--- config.mk ---
export PLATFORM = sky130hd
export DESIGN_NAME = first_fit_block_allocator_top
export DESIGN_NICKNAME = d
export VERILOG_FILES = /design/src/rtl/core/ffba_pkg.sv /design/src/rtl/core/ffba_cell.sv /design/src/rtl/core/ffba_chain.sv /design/src/rtl/core/first_fit_block_allocator_top.sv
export SDC_FILE = /design/constraint.sdc
export NUM_CORES = 2
export LEC_CHECK = 0
export BUFFER_PORTS_ARGS = -buffer_cell sky130_fd_sc_hd__buf_2
export CAP_MARGIN = 20
export CORE_UTILIZATION = 37
export DETAILED_ROUTE_END_ITERATION = 7
export PLACE_DENSITY = 0.6
export SYNTH_ARGS = -nofsm -noshare
export SYNTH_HDL_FRONTEND = slang
export SYNTH_SLANG_ARGS = --single-unit
--- constraint.sdc ---
create_clock -name clk -period 117.8 [get_ports clk]
set_input_delay 11.78 -clock clk [delete_from_list [all_inputs] [get_ports clk]]
set_output_delay 11.78 -clock clk [all_outputs]
set_load 0.02 [all_outputs]
--- src/rtl/core/ffba_pkg.sv ---
// shared types and constants for the first-fit block allocator
package ffba_pkg;

  localparam int ADDR_W = 24;  // user address and free address field width
  localparam int SIZE_W = 24;  // request and recorded block size width
  localparam int BASE_W = 25;  // heap offset, can reach one past the top of a 24-bit space
  localparam int HDR_W  = 7;   // header bytes, up to 127

  localparam int MAX_BLOCKS_DEF   = 32;
  localparam int HEADER_BYTES_DEF = 24;
  localparam int ADDR_BITS_DEF    = 24;

  localparam logic [SIZE_W-1:0] HEAP_LIMIT_RST = '1;

  typedef enum logic [2:0] {
    ST_NEW          = 3'd0,
    ST_REUSED       = 3'd1,
    ST_FREED        = 3'd2,
    ST_ALLOC_FAIL   = 3'd3,
    ST_FREE_UNKNOWN = 3'd4
  } status_t;

  typedef enum logic {
    ACT_ALLOC = 1'b0,
    ACT_FREE  = 1'b1
  } action_t;

  typedef enum logic [1:0] {
    OP_HOLD   = 2'd0,
    OP_PUSH   = 2'd1,
    OP_ROTATE = 2'd2
  } cell_op_t;

  typedef struct packed {
    logic [BASE_W-1:0] base;
    logic [SIZE_W-1:0] size;
    logic              is_free;
  } entry_t;

  // ins is the new entry on a push and the returning head entry on a rotate
  typedef struct packed {
    cell_op_t op;
    entry_t   ins;
  } chain_ctrl_t;

endpackage

--- src/rtl/core/ffba_cell.sv ---
// one block descriptor cell of the allocator chain
module ffba_cell (
  input  logic              clk,
  input  ffba_pkg::cell_op_t op,
  input  logic              is_tail,
  input  ffba_pkg::entry_t  lower_in,
  input  ffba_pkg::entry_t  upper_in,
  input  ffba_pkg::entry_t  wrap_in,
  output ffba_pkg::entry_t  entry_out
);
  import ffba_pkg::*;

  entry_t entry_r, entry_nxt;

  always_comb begin
    entry_nxt = entry_r;
    case (op)
      OP_PUSH:   entry_nxt = lower_in;
      // the last occupied cell takes the head back so the ring closes
      OP_ROTATE: entry_nxt = is_tail ? wrap_in : upper_in;
      default:   entry_nxt = entry_r;
    endcase
  end

  always_ff @(posedge clk) begin
    entry_r <= entry_nxt;
  end

  assign entry_out = entry_r;

endmodule

--- src/rtl/core/ffba_chain.sv ---
// row of descriptor cells, newest entry at cell 0
module ffba_chain #(
  parameter int MAX_BLOCKS = ffba_pkg::MAX_BLOCKS_DEF,
  parameter int CNT_W      = $clog2(MAX_BLOCKS + 1)
) (
  input  logic                  clk,
  input  ffba_pkg::chain_ctrl_t ctrl,
  input  logic [CNT_W-1:0]      count,
  output ffba_pkg::entry_t      head
);
  import ffba_pkg::*;

  entry_t cell_q [MAX_BLOCKS];

  for (genvar i = 0; i < MAX_BLOCKS; i++) begin : g_cell
    entry_t lower_w;
    entry_t upper_w;

    if (i == 0) begin : g_first
      assign lower_w = ctrl.ins;
    end else begin : g_mid_lo
      assign lower_w = cell_q[i-1];
    end

    if (i == MAX_BLOCKS - 1) begin : g_last
      assign upper_w = ctrl.ins;
    end else begin : g_mid_hi
      assign upper_w = cell_q[i+1];
    end

    ffba_cell u_cell (
      .clk       (clk),
      .op        (ctrl.op),
      .is_tail   (count == CNT_W'(i + 1)),
      .lower_in  (lower_w),
      .upper_in  (upper_w),
      .wrap_in   (ctrl.ins),
      .entry_out (cell_q[i])
    );
  end

  assign head = cell_q[0];

endmodule

--- src/rtl/core/first_fit_block_allocator_top.sv ---
// first-fit block allocator: control, heap pointer and the descriptor chain
//
// Requests arrive on the in_ channel (valid/ready): in_action selects allocate
// or free, in_request_size and in_free_address carry the operands. Each request
// gives exactly one result transfer on the out_ channel (valid/ready) with
// out_user_address, out_status and out_block_bytes.
// The user must write the heap limit through cfg_wr_en/cfg_wr_data only while the
// block is idle; the block does not enforce this. It takes effect at once.
// The descriptors sit in a ring of cells with the newest at the head. A request
// rotates the occupied part of the ring once, one cell per cycle, checking the
// head cell; the first hit on the way is marked and later ones ignored.
// From the input transfer a request passes through the ring walk (S_SCAN, skipped
// on an empty table) and the decision step (S_DECIDE) into the output register;
// in_ready is high only in S_IDLE, so a new request is taken only after the
// decision step of the last one.
// A finished result waits in the output register; the block takes the next
// request meanwhile, but holds its decision step until out_ready has freed the
// register.
// Synchronous reset empties the table, clears the heap top and sets the heap
// limit to all ones; no clearing pass is needed.
module first_fit_block_allocator_top #(
  parameter int MAX_BLOCKS   = ffba_pkg::MAX_BLOCKS_DEF,
  parameter int HEADER_BYTES = ffba_pkg::HEADER_BYTES_DEF,
  parameter int ADDR_BITS    = ffba_pkg::ADDR_BITS_DEF
) (
  input  logic                        clk,
  input  logic                        rst_n,
  input  logic                        cfg_wr_en,
  input  logic [ffba_pkg::SIZE_W-1:0] cfg_wr_data,
  input  logic                        in_valid,
  output logic                        in_ready,
  input  logic                        in_action,
  input  logic [ffba_pkg::SIZE_W-1:0] in_request_size,
  input  logic [ffba_pkg::ADDR_W-1:0] in_free_address,
  output logic                        out_valid,
  input  logic                        out_ready,
  output logic [ffba_pkg::ADDR_W-1:0] out_user_address,
  output logic [2:0]                  out_status,
  output logic [ffba_pkg::SIZE_W-1:0] out_block_bytes
);
  import ffba_pkg::*;

  localparam int CNT_W = $clog2(MAX_BLOCKS + 1);
  localparam int SUM_W = BASE_W + 1;
  localparam int CHK_W = (ADDR_BITS > SUM_W) ? ADDR_BITS + 1 : SUM_W + 1;
  localparam logic [HDR_W-1:0] HDR = HDR_W'(HEADER_BYTES);
  localparam logic [SUM_W-1:0] HDR_SUM = {{(SUM_W - HDR_W){1'b0}}, HDR};
  localparam logic [CHK_W-1:0] HDR_CHK = {{(CHK_W - HDR_W){1'b0}}, HDR};
  localparam logic [CHK_W-1:0] ADDR_MAX = {CHK_W{1'b1}} >> (CHK_W - ADDR_BITS);

  typedef enum logic [1:0] {
    S_IDLE   = 2'd0,
    S_SCAN   = 2'd1,
    S_DECIDE = 2'd2
  } state_t;

  state_t            state_r, state_nxt;
  action_t           action_r, action_nxt;
  logic [SIZE_W-1:0] req_r, req_nxt;
  logic [ADDR_W-1:0] addr_r, addr_nxt;
  logic [CNT_W-1:0]  scan_r, scan_nxt;
  logic              found_r, found_nxt;
  logic [BASE_W-1:0] fbase_r, fbase_nxt;
  logic [SIZE_W-1:0] fsize_r, fsize_nxt;
  logic [CNT_W-1:0]  count_r, count_nxt;
  logic [BASE_W-1:0] heap_top_r, heap_top_nxt;
  logic [SIZE_W-1:0] heap_limit_r, heap_limit_nxt;
  logic              out_valid_r, out_valid_nxt;
  logic [ADDR_W-1:0] out_ua_r, out_ua_nxt;
  status_t           out_status_r, out_status_nxt;
  logic [SIZE_W-1:0] out_bytes_r, out_bytes_nxt;

  chain_ctrl_t       ctrl;
  entry_t            head;
  logic [SUM_W-1:0]  head_ua;
  logic              hit;
  logic [SUM_W-1:0]  new_end;
  logic [SUM_W-1:0]  limit_p1;
  logic [CHK_W-1:0]  new_ua_chk;
  logic              new_ok;
  logic              out_free;

  ffba_chain #(
    .MAX_BLOCKS (MAX_BLOCKS),
    .CNT_W      (CNT_W)
  ) u_chain (
    .clk   (clk),
    .ctrl  (ctrl),
    .count (count_r),
    .head  (head)
  );

  assign head_ua    = {1'b0, head.base} + HDR_SUM;
  assign new_end    = {1'b0, heap_top_r} + {{(SUM_W - SIZE_W){1'b0}}, req_r} + HDR_SUM;
  assign limit_p1   = {{(SUM_W - SIZE_W){1'b0}}, heap_limit_r} + SUM_W'(1);
  assign new_ua_chk = {{(CHK_W - BASE_W){1'b0}}, heap_top_r} + HDR_CHK;
  assign new_ok     = (count_r != CNT_W'(MAX_BLOCKS)) && (new_end <= limit_p1)
                      && (new_ua_chk <= ADDR_MAX);
  assign out_free   = !out_valid_r || out_ready;

  always_comb begin
    if (found_r) begin
      hit = 1'b0;
    end else if (action_r == ACT_FREE) begin
      hit = (head_ua == {{(SUM_W - ADDR_W){1'b0}}, addr_r});
    end else begin
      hit = head.is_free && (head.size >= req_r);
    end
  end

  always_comb begin
    state_nxt      = state_r;
    action_nxt     = action_r;
    req_nxt        = req_r;
    addr_nxt       = addr_r;
    scan_nxt       = scan_r;
    found_nxt      = found_r;
    fbase_nxt      = fbase_r;
    fsize_nxt      = fsize_r;
    count_nxt      = count_r;
    heap_top_nxt   = heap_top_r;
    heap_limit_nxt = cfg_wr_en ? cfg_wr_data : heap_limit_r;
    out_valid_nxt  = out_valid_r && !out_ready;
    out_ua_nxt     = out_ua_r;
    out_status_nxt = out_status_r;
    out_bytes_nxt  = out_bytes_r;
    ctrl.op        = OP_HOLD;
    ctrl.ins       = head;

    case (state_r)
      S_IDLE: begin
        if (in_valid) begin
          action_nxt = action_t'(in_action);
          req_nxt    = in_request_size;
          addr_nxt   = in_free_address;
          scan_nxt   = '0;
          found_nxt  = 1'b0;
          state_nxt  = (count_r == '0) ? S_DECIDE : S_SCAN;
        end
      end
      S_SCAN: begin
        ctrl.op = OP_ROTATE;
        if (hit) begin
          ctrl.ins.is_free = (action_r == ACT_FREE);
          found_nxt        = 1'b1;
          fbase_nxt        = head.base;
          fsize_nxt        = head.size;
        end
        scan_nxt = scan_r + CNT_W'(1);
        if (scan_r == count_r - CNT_W'(1)) begin
          state_nxt = S_DECIDE;
        end
      end
      S_DECIDE: begin
        if (out_free) begin
          state_nxt     = S_IDLE;
          out_valid_nxt = 1'b1;
          out_ua_nxt    = '0;
          out_bytes_nxt = '0;
          if (action_r == ACT_FREE) begin
            out_status_nxt = found_r ? ST_FREED : ST_FREE_UNKNOWN;
            out_bytes_nxt  = found_r ? fsize_r : '0;
          end else if (found_r) begin
            out_status_nxt = ST_REUSED;
            out_ua_nxt     = ADDR_W'(fbase_r + BASE_W'(HEADER_BYTES));
            out_bytes_nxt  = fsize_r;
          end else if (new_ok) begin
            // carve a new block at the heap top and push it as newest
            ctrl.op          = OP_PUSH;
            ctrl.ins.base    = heap_top_r;
            ctrl.ins.size    = req_r;
            ctrl.ins.is_free = 1'b0;
            count_nxt        = count_r + CNT_W'(1);
            heap_top_nxt     = new_end[BASE_W-1:0];
            out_status_nxt   = ST_NEW;
            out_ua_nxt       = new_ua_chk[ADDR_W-1:0];
            out_bytes_nxt    = req_r;
          end else begin
            out_status_nxt = ST_ALLOC_FAIL;
          end
        end
      end
      default: state_nxt = S_IDLE;
    endcase
  end

  always_ff @(posedge clk) begin
    if (!rst_n) begin
      state_r      <= S_IDLE;
      count_r      <= '0;
      heap_top_r   <= '0;
      heap_limit_r <= HEAP_LIMIT_RST;
      out_valid_r  <= 1'b0;
      found_r      <= 1'b0;
      scan_r       <= '0;
    end else begin
      state_r      <= state_nxt;
      count_r      <= count_nxt;
      heap_top_r   <= heap_top_nxt;
      heap_limit_r <= heap_limit_nxt;
      out_valid_r  <= out_valid_nxt;
      found_r      <= found_nxt;
      scan_r       <= scan_nxt;
    end
    action_r     <= action_nxt;
    req_r        <= req_nxt;
    addr_r       <= addr_nxt;
    fbase_r      <= fbase_nxt;
    fsize_r      <= fsize_nxt;
    out_ua_r     <= out_ua_nxt;
    out_status_r <= out_status_nxt;
    out_bytes_r  <= out_bytes_nxt;
  end

  assign in_ready         = (state_r == S_IDLE);
  assign out_valid        = out_valid_r;
  assign out_user_address = out_ua_r;
  assign out_status       = out_status_r;
  assign out_block_bytes  = out_bytes_r;

  a_count_bound: assert property (@(posedge clk) disable iff (!rst_n)
    count_r <= CNT_W'(MAX_BLOCKS))
    else $error("descriptor count beyond table size");

  a_scan_in_range: assert property (@(posedge clk) disable iff (!rst_n)
    (state_r == S_SCAN) |-> (scan_r < count_r))
    else $error("ring walk past the occupied cells");

  a_table_changes_on_decide: assert property (@(posedge clk) disable iff (!rst_n)
    (state_r != S_DECIDE) |=> ($stable(count_r) && $stable(heap_top_r)))
    else $error("table or heap top moved outside the decision step");

  a_heap_grows: assert property (@(posedge clk) disable iff (!rst_n)
    (state_r == S_DECIDE) |=> (heap_top_r >= $past(heap_top_r)))
    else $error("heap top went backwards");

endmodule

==> flow_metrics.py <==
metrics = {
    "outcome": {
        "outcome": "finished, final reports clean",
    },
    "layout": {
        "area_growth_pct": 10.1,
        "drive_above_1_share_pct": 8.29,
        "layout.nets": 7918,
    },
    "timing": {
        "slew-limit-headroom_pct": 5.79,
        "hold_viol": 0,
        "rsz0062_at_grt": "false",
        "fin_crit_ns": 18.20,
        "final-setup-viol-count": 0,
        "finalMaxSlewViolations": 0,
        "timing.setup.tns_ns": 0,
        "finalWorstSetupSlack_ns": 99.60,
        "post-route-period-util_pct": 15.5,
        "tightest_slew_ns": 1.41,
        "fmax_ghz": 0.0549,
        "skew_ns": 0.0457,
    },
    "global_routing": {
        "grt_max_degree": 323,
        "grt_pass1_wl_mm": 372,
        "track_usage_pct": 18.6,
        "globalRouteOverflowTotal": 0,
        "grt_pass1_vias": 60800,
        "antenna_found_initial": 2,
    },
    "yosys": {
        "synth-seq-area-share_pct": 59.2,
        "synth_edf_count": 1748,
        "syn_area_um2": 90900,
        "ys.flop_type": "edfxtp_1",
        "synth_cells": 8079,
        "synth_fp_nets": 8269,
        "ys_types": 75,
        "synthArstFlopShare_pct": 0,
        "synth_seq_cells": 1813,
        "syn_area_per_cell_um2": 11.3,
        "ys.warnings.count": 0,
    },
    "clock_network": {
        "cts_hold_buf": 0,
        "cts_resized": 0,
        "cts-htree-levels": 4,
        "cts_buffer_depth": 3,
        "post_cts_buffers": 0,
        "insertion_delay_ns": 0.84,
        "cts.clk_slew.worst_paths_ns": 0.06,
        "cts-buffers-inserted": 189,
        "clock-sinks": 1813,
        "cts_root_buf": "clkbuf_16",
        "tritoncts": "built",
    },
    "routing": {
        "postRouteAntennaNets": 0,
        "avgRoutedWirePerCell_um": 21.7,
        "wirelength_mm": 241,
        "vias": 65000,
        "drc": 0,
        "dr.pass1.iters": 7,
        "drt_iter0_drc": 7827,
        "vias_per_cell": 5.87,
    },
    "critical_path": {
        "cp.arrival_ns": 18.72,
        "required_ns": 118.31,
        "startpoint_type": "primary input",
        "cp_max_fo": 322,
        "crit_type": "in -> reg",
        "critPathCaptureType": "register",
        "critPathMaxStageDelay_ns": 0.97,
        "cp_slowest_cell": "buf_4",
        "crit_chain": "buf_2 > nand2b_1 > and2_2 > o211a_1 > buf_4 > nand2_1 > ha_4 > buf_4 > buf_12 > buf_12 > buf_12 > buf_4 > o221ai_1",
    },
    "power_and_ir_drop": {
        "clock_power_share_pct": 33.2,
        "p_per_area_nw_per_um2": 17.0,
        "peakVddDrop_mv": 0.0128,
        "switching_share_pct": 28.3,
        "p_switching_mw": 0.481,
        "power_frac_comb_pct": 16.8,
        "leakagePower_nw": 34.6,
        "internal_power_mw": 1.22,
        "power_frac_seq_pct": 49.9,
    },
    "floorplan": {
        "ios": 131,
        "die_h_um": 498,
        "coreArea_um2": 244000,
        "die_w_um": 498,
        "start_util_pct": 37.3,
        "row_count": 181,
        "fp.dieArea_um2": 248000,
    },
    "worst_hold_path": {
        "min_path_type": "reg -> reg",
    },
    "placed_design": {
        "gp_congestion": 0.860,
        "port_buffers": 130,
        "pre_cts_ws_ns": 99.23,
        "hpwl_mm": 144,
    },
    "run": {
        "maxCapViolCount": 0,
    },
}
[critical path, delay by kind of cell]
kind | cells | cell delay (ns)
AOI/OAI and AO/OA | 2 | 0.37
and+or+nand+nor | 3 | 0.56
buffers and inverters | 7 | 4.27
adders and majority gates | 1 | 0.55
[layout by cell type (no fill, tap or decap), drive strengths merged, types with 21 or more instances in the layout]
cell | netlist | routed
a21oi | 209 | 209
a221o | 249 | 249
a22oi | 107 | 107
and2 | 53 | 53
and3 | 39 | 39
buf | 148 | 260
clkbuf | 655 | 247
clkinv | 1 | 72
dfxtp | 65 | 65
edfxtp | 1748 | 1748
ha | 111 | 111
inv | 1179 | 1185
mux2 | 21 | 21
mux2i | 70 | 70
nand2 | 224 | 224
nand3 | 1156 | 1156
nand4 | 27 | 27
nor2 | 281 | 281
nor2b | 63 | 63
nor3 | 69 | 69
o21ai | 182 | 182
o221ai | 1118 | 1118
o22ai | 23 | 23
xnor2 | 67 | 67
xor2 | 58 | 58
[registers in the layout (all words and copies together), names as in the netlist, 6 cells and up]
name / cells
out_user_address: 24
count_r: 6
req_r: 24
heap_top_r: 25
out_block_bytes: 24
fbase_r: 24
scan_r: 6
addr_r: 24
heap_limit_r: 24
fsize_r: 24
u_chain.g_cell.u_cell.entry_out: 1600
[metrics by stage]
step	area (µm²)	total power, mW	utilization [%]	hold slack [ns]	cells
4_1_cts	99500	1.70	40.8	0.526	11000
6_report	100000	1.70	41.1	0.525	11100
5_1_grt	100000	1.77	41.1	0.546	11100
2_1_floorplan	90900	1.16	-	0.421	8079
3_3_place_gp	93700	1.12	38.5	0.504	10700
3_5_place_dp	93900	1.14	38.5	0.509	10700
[layer usage]
metal / vias to the layer above / global-route usage [%] / wire length (µm) / part of all wire [%]
li1: 30200 / - / - / -
met3: 308 / 2.66 / 15100 / 6.3
met5: - / 0.0965 / 42 / 0.017
met4: 4 / 4.41 / 4500 / 1.9
met1: 32200 / 27.1 / 113000 / 47
met2: 2317 / 28.9 / 108000 / 45
[cells in the mapped netlist (10+ instances only)]
library cell,instances,share of area (%)
o221ai_1,1118,11
o21ai_0,177,0.97
nand4_1,26,0.18
mux2i_1,26,0.29
dfxtp_1,65,1.4
clkbuf_1,654,2.7
buf_4,20,0.17
xnor2_1,67,0.65
nor4_1,12,0.083
nand2_1,224,0.92
and3_1,39,0.27
o21a_1,11,0.091
inv_1,1179,4.9
nor2_1,281,1.2
nand2b_1,14,0.096
a21oi_1,205,1.1
and2_1,53,0.36
buf_2,109,0.60
mux2_2,19,0.24
a22oi_1,107,0.88
o22ai_1,23,0.16
a221o_1,249,2.7
mux2i_2,17,0.26
o211ai_1,11,0.091
a21o_1,10,0.083
ha_1,111,1.5
nor3_1,69,0.38
mux2i_4,27,0.67
nand3_1,1156,6.4
edfxtp_1,1748,58
buf_1,15,0.062
xor2_1,58,0.56
a31oi_1,12,0.083
nor2b_1,63,0.43
[final timing paths]
kind                                              startpoint                                           endpoint  slack, ns  cells after the start
worst max-delay path                               out_ready  u_chain.g_cell[20].u_cell.entry_out[17]$_DFFE_PP_      99.60                     13
worst min-delay path            heap_limit_r[9]$_SDFFE_PN1P_                       heap_limit_r[9]$_SDFFE_PN1P_       0.52                      2
worst max register to register    heap_top_r[3]$_SDFFE_PN0P_  u_chain.g_cell[20].u_cell.entry_out[17]$_DFFE_PP_     106.10                     27
worst min register to register  heap_limit_r[9]$_SDFFE_PN1P_                       heap_limit_r[9]$_SDFFE_PN1P_       0.52                      2
[power by group through the flow]
stage	Combinational, mW	Sequential, mW	Clock (mW)
2_1_floorplan	0.202	0.962	0
3_3_place_gp	0.266	0.858	0
3_5_place_dp	0.277	0.861	0
4_1_cts	0.277	0.848	0.578
5_1_grt	0.313	0.854	0.599
6_report	0.286	0.849	0.565
[cell type report]
type | count | area (µm²)
Clock inverter | 86 | 593
Clock buffer | 246 | 5070
Inverter | 1180 | 4440
Multi-Input combinational cell | 4283 | 30000
Tap cell | 3202 | 4010
Fill cell | 22900 | 144000
Sequential cell | 1813 | 53800
Antenna cell | 3 | 7.51
Timing Repair Buffer | 261 | 2180
[logic make-up (layout without fill, tap and decap cells)]
family | count (synthesis) | in the layout | share of synthesized area [%]
xor gates and xnor gates | 125 | 125 | 1.20
other | 0 | 3 | 0
AOI/OAI and AO/OA | 1981 | 1981 | 17.6
DFF | 1813 | 1813 | 59.2
buffers and inverters | 1983 | 1773 | 8.45
adders and majority gates | 112 | 112 | 1.55
and+or+nand+nor | 1974 | 1974 | 10.6
muxes | 91 | 91 | 1.48
Power figures use the tool's default switching activity.
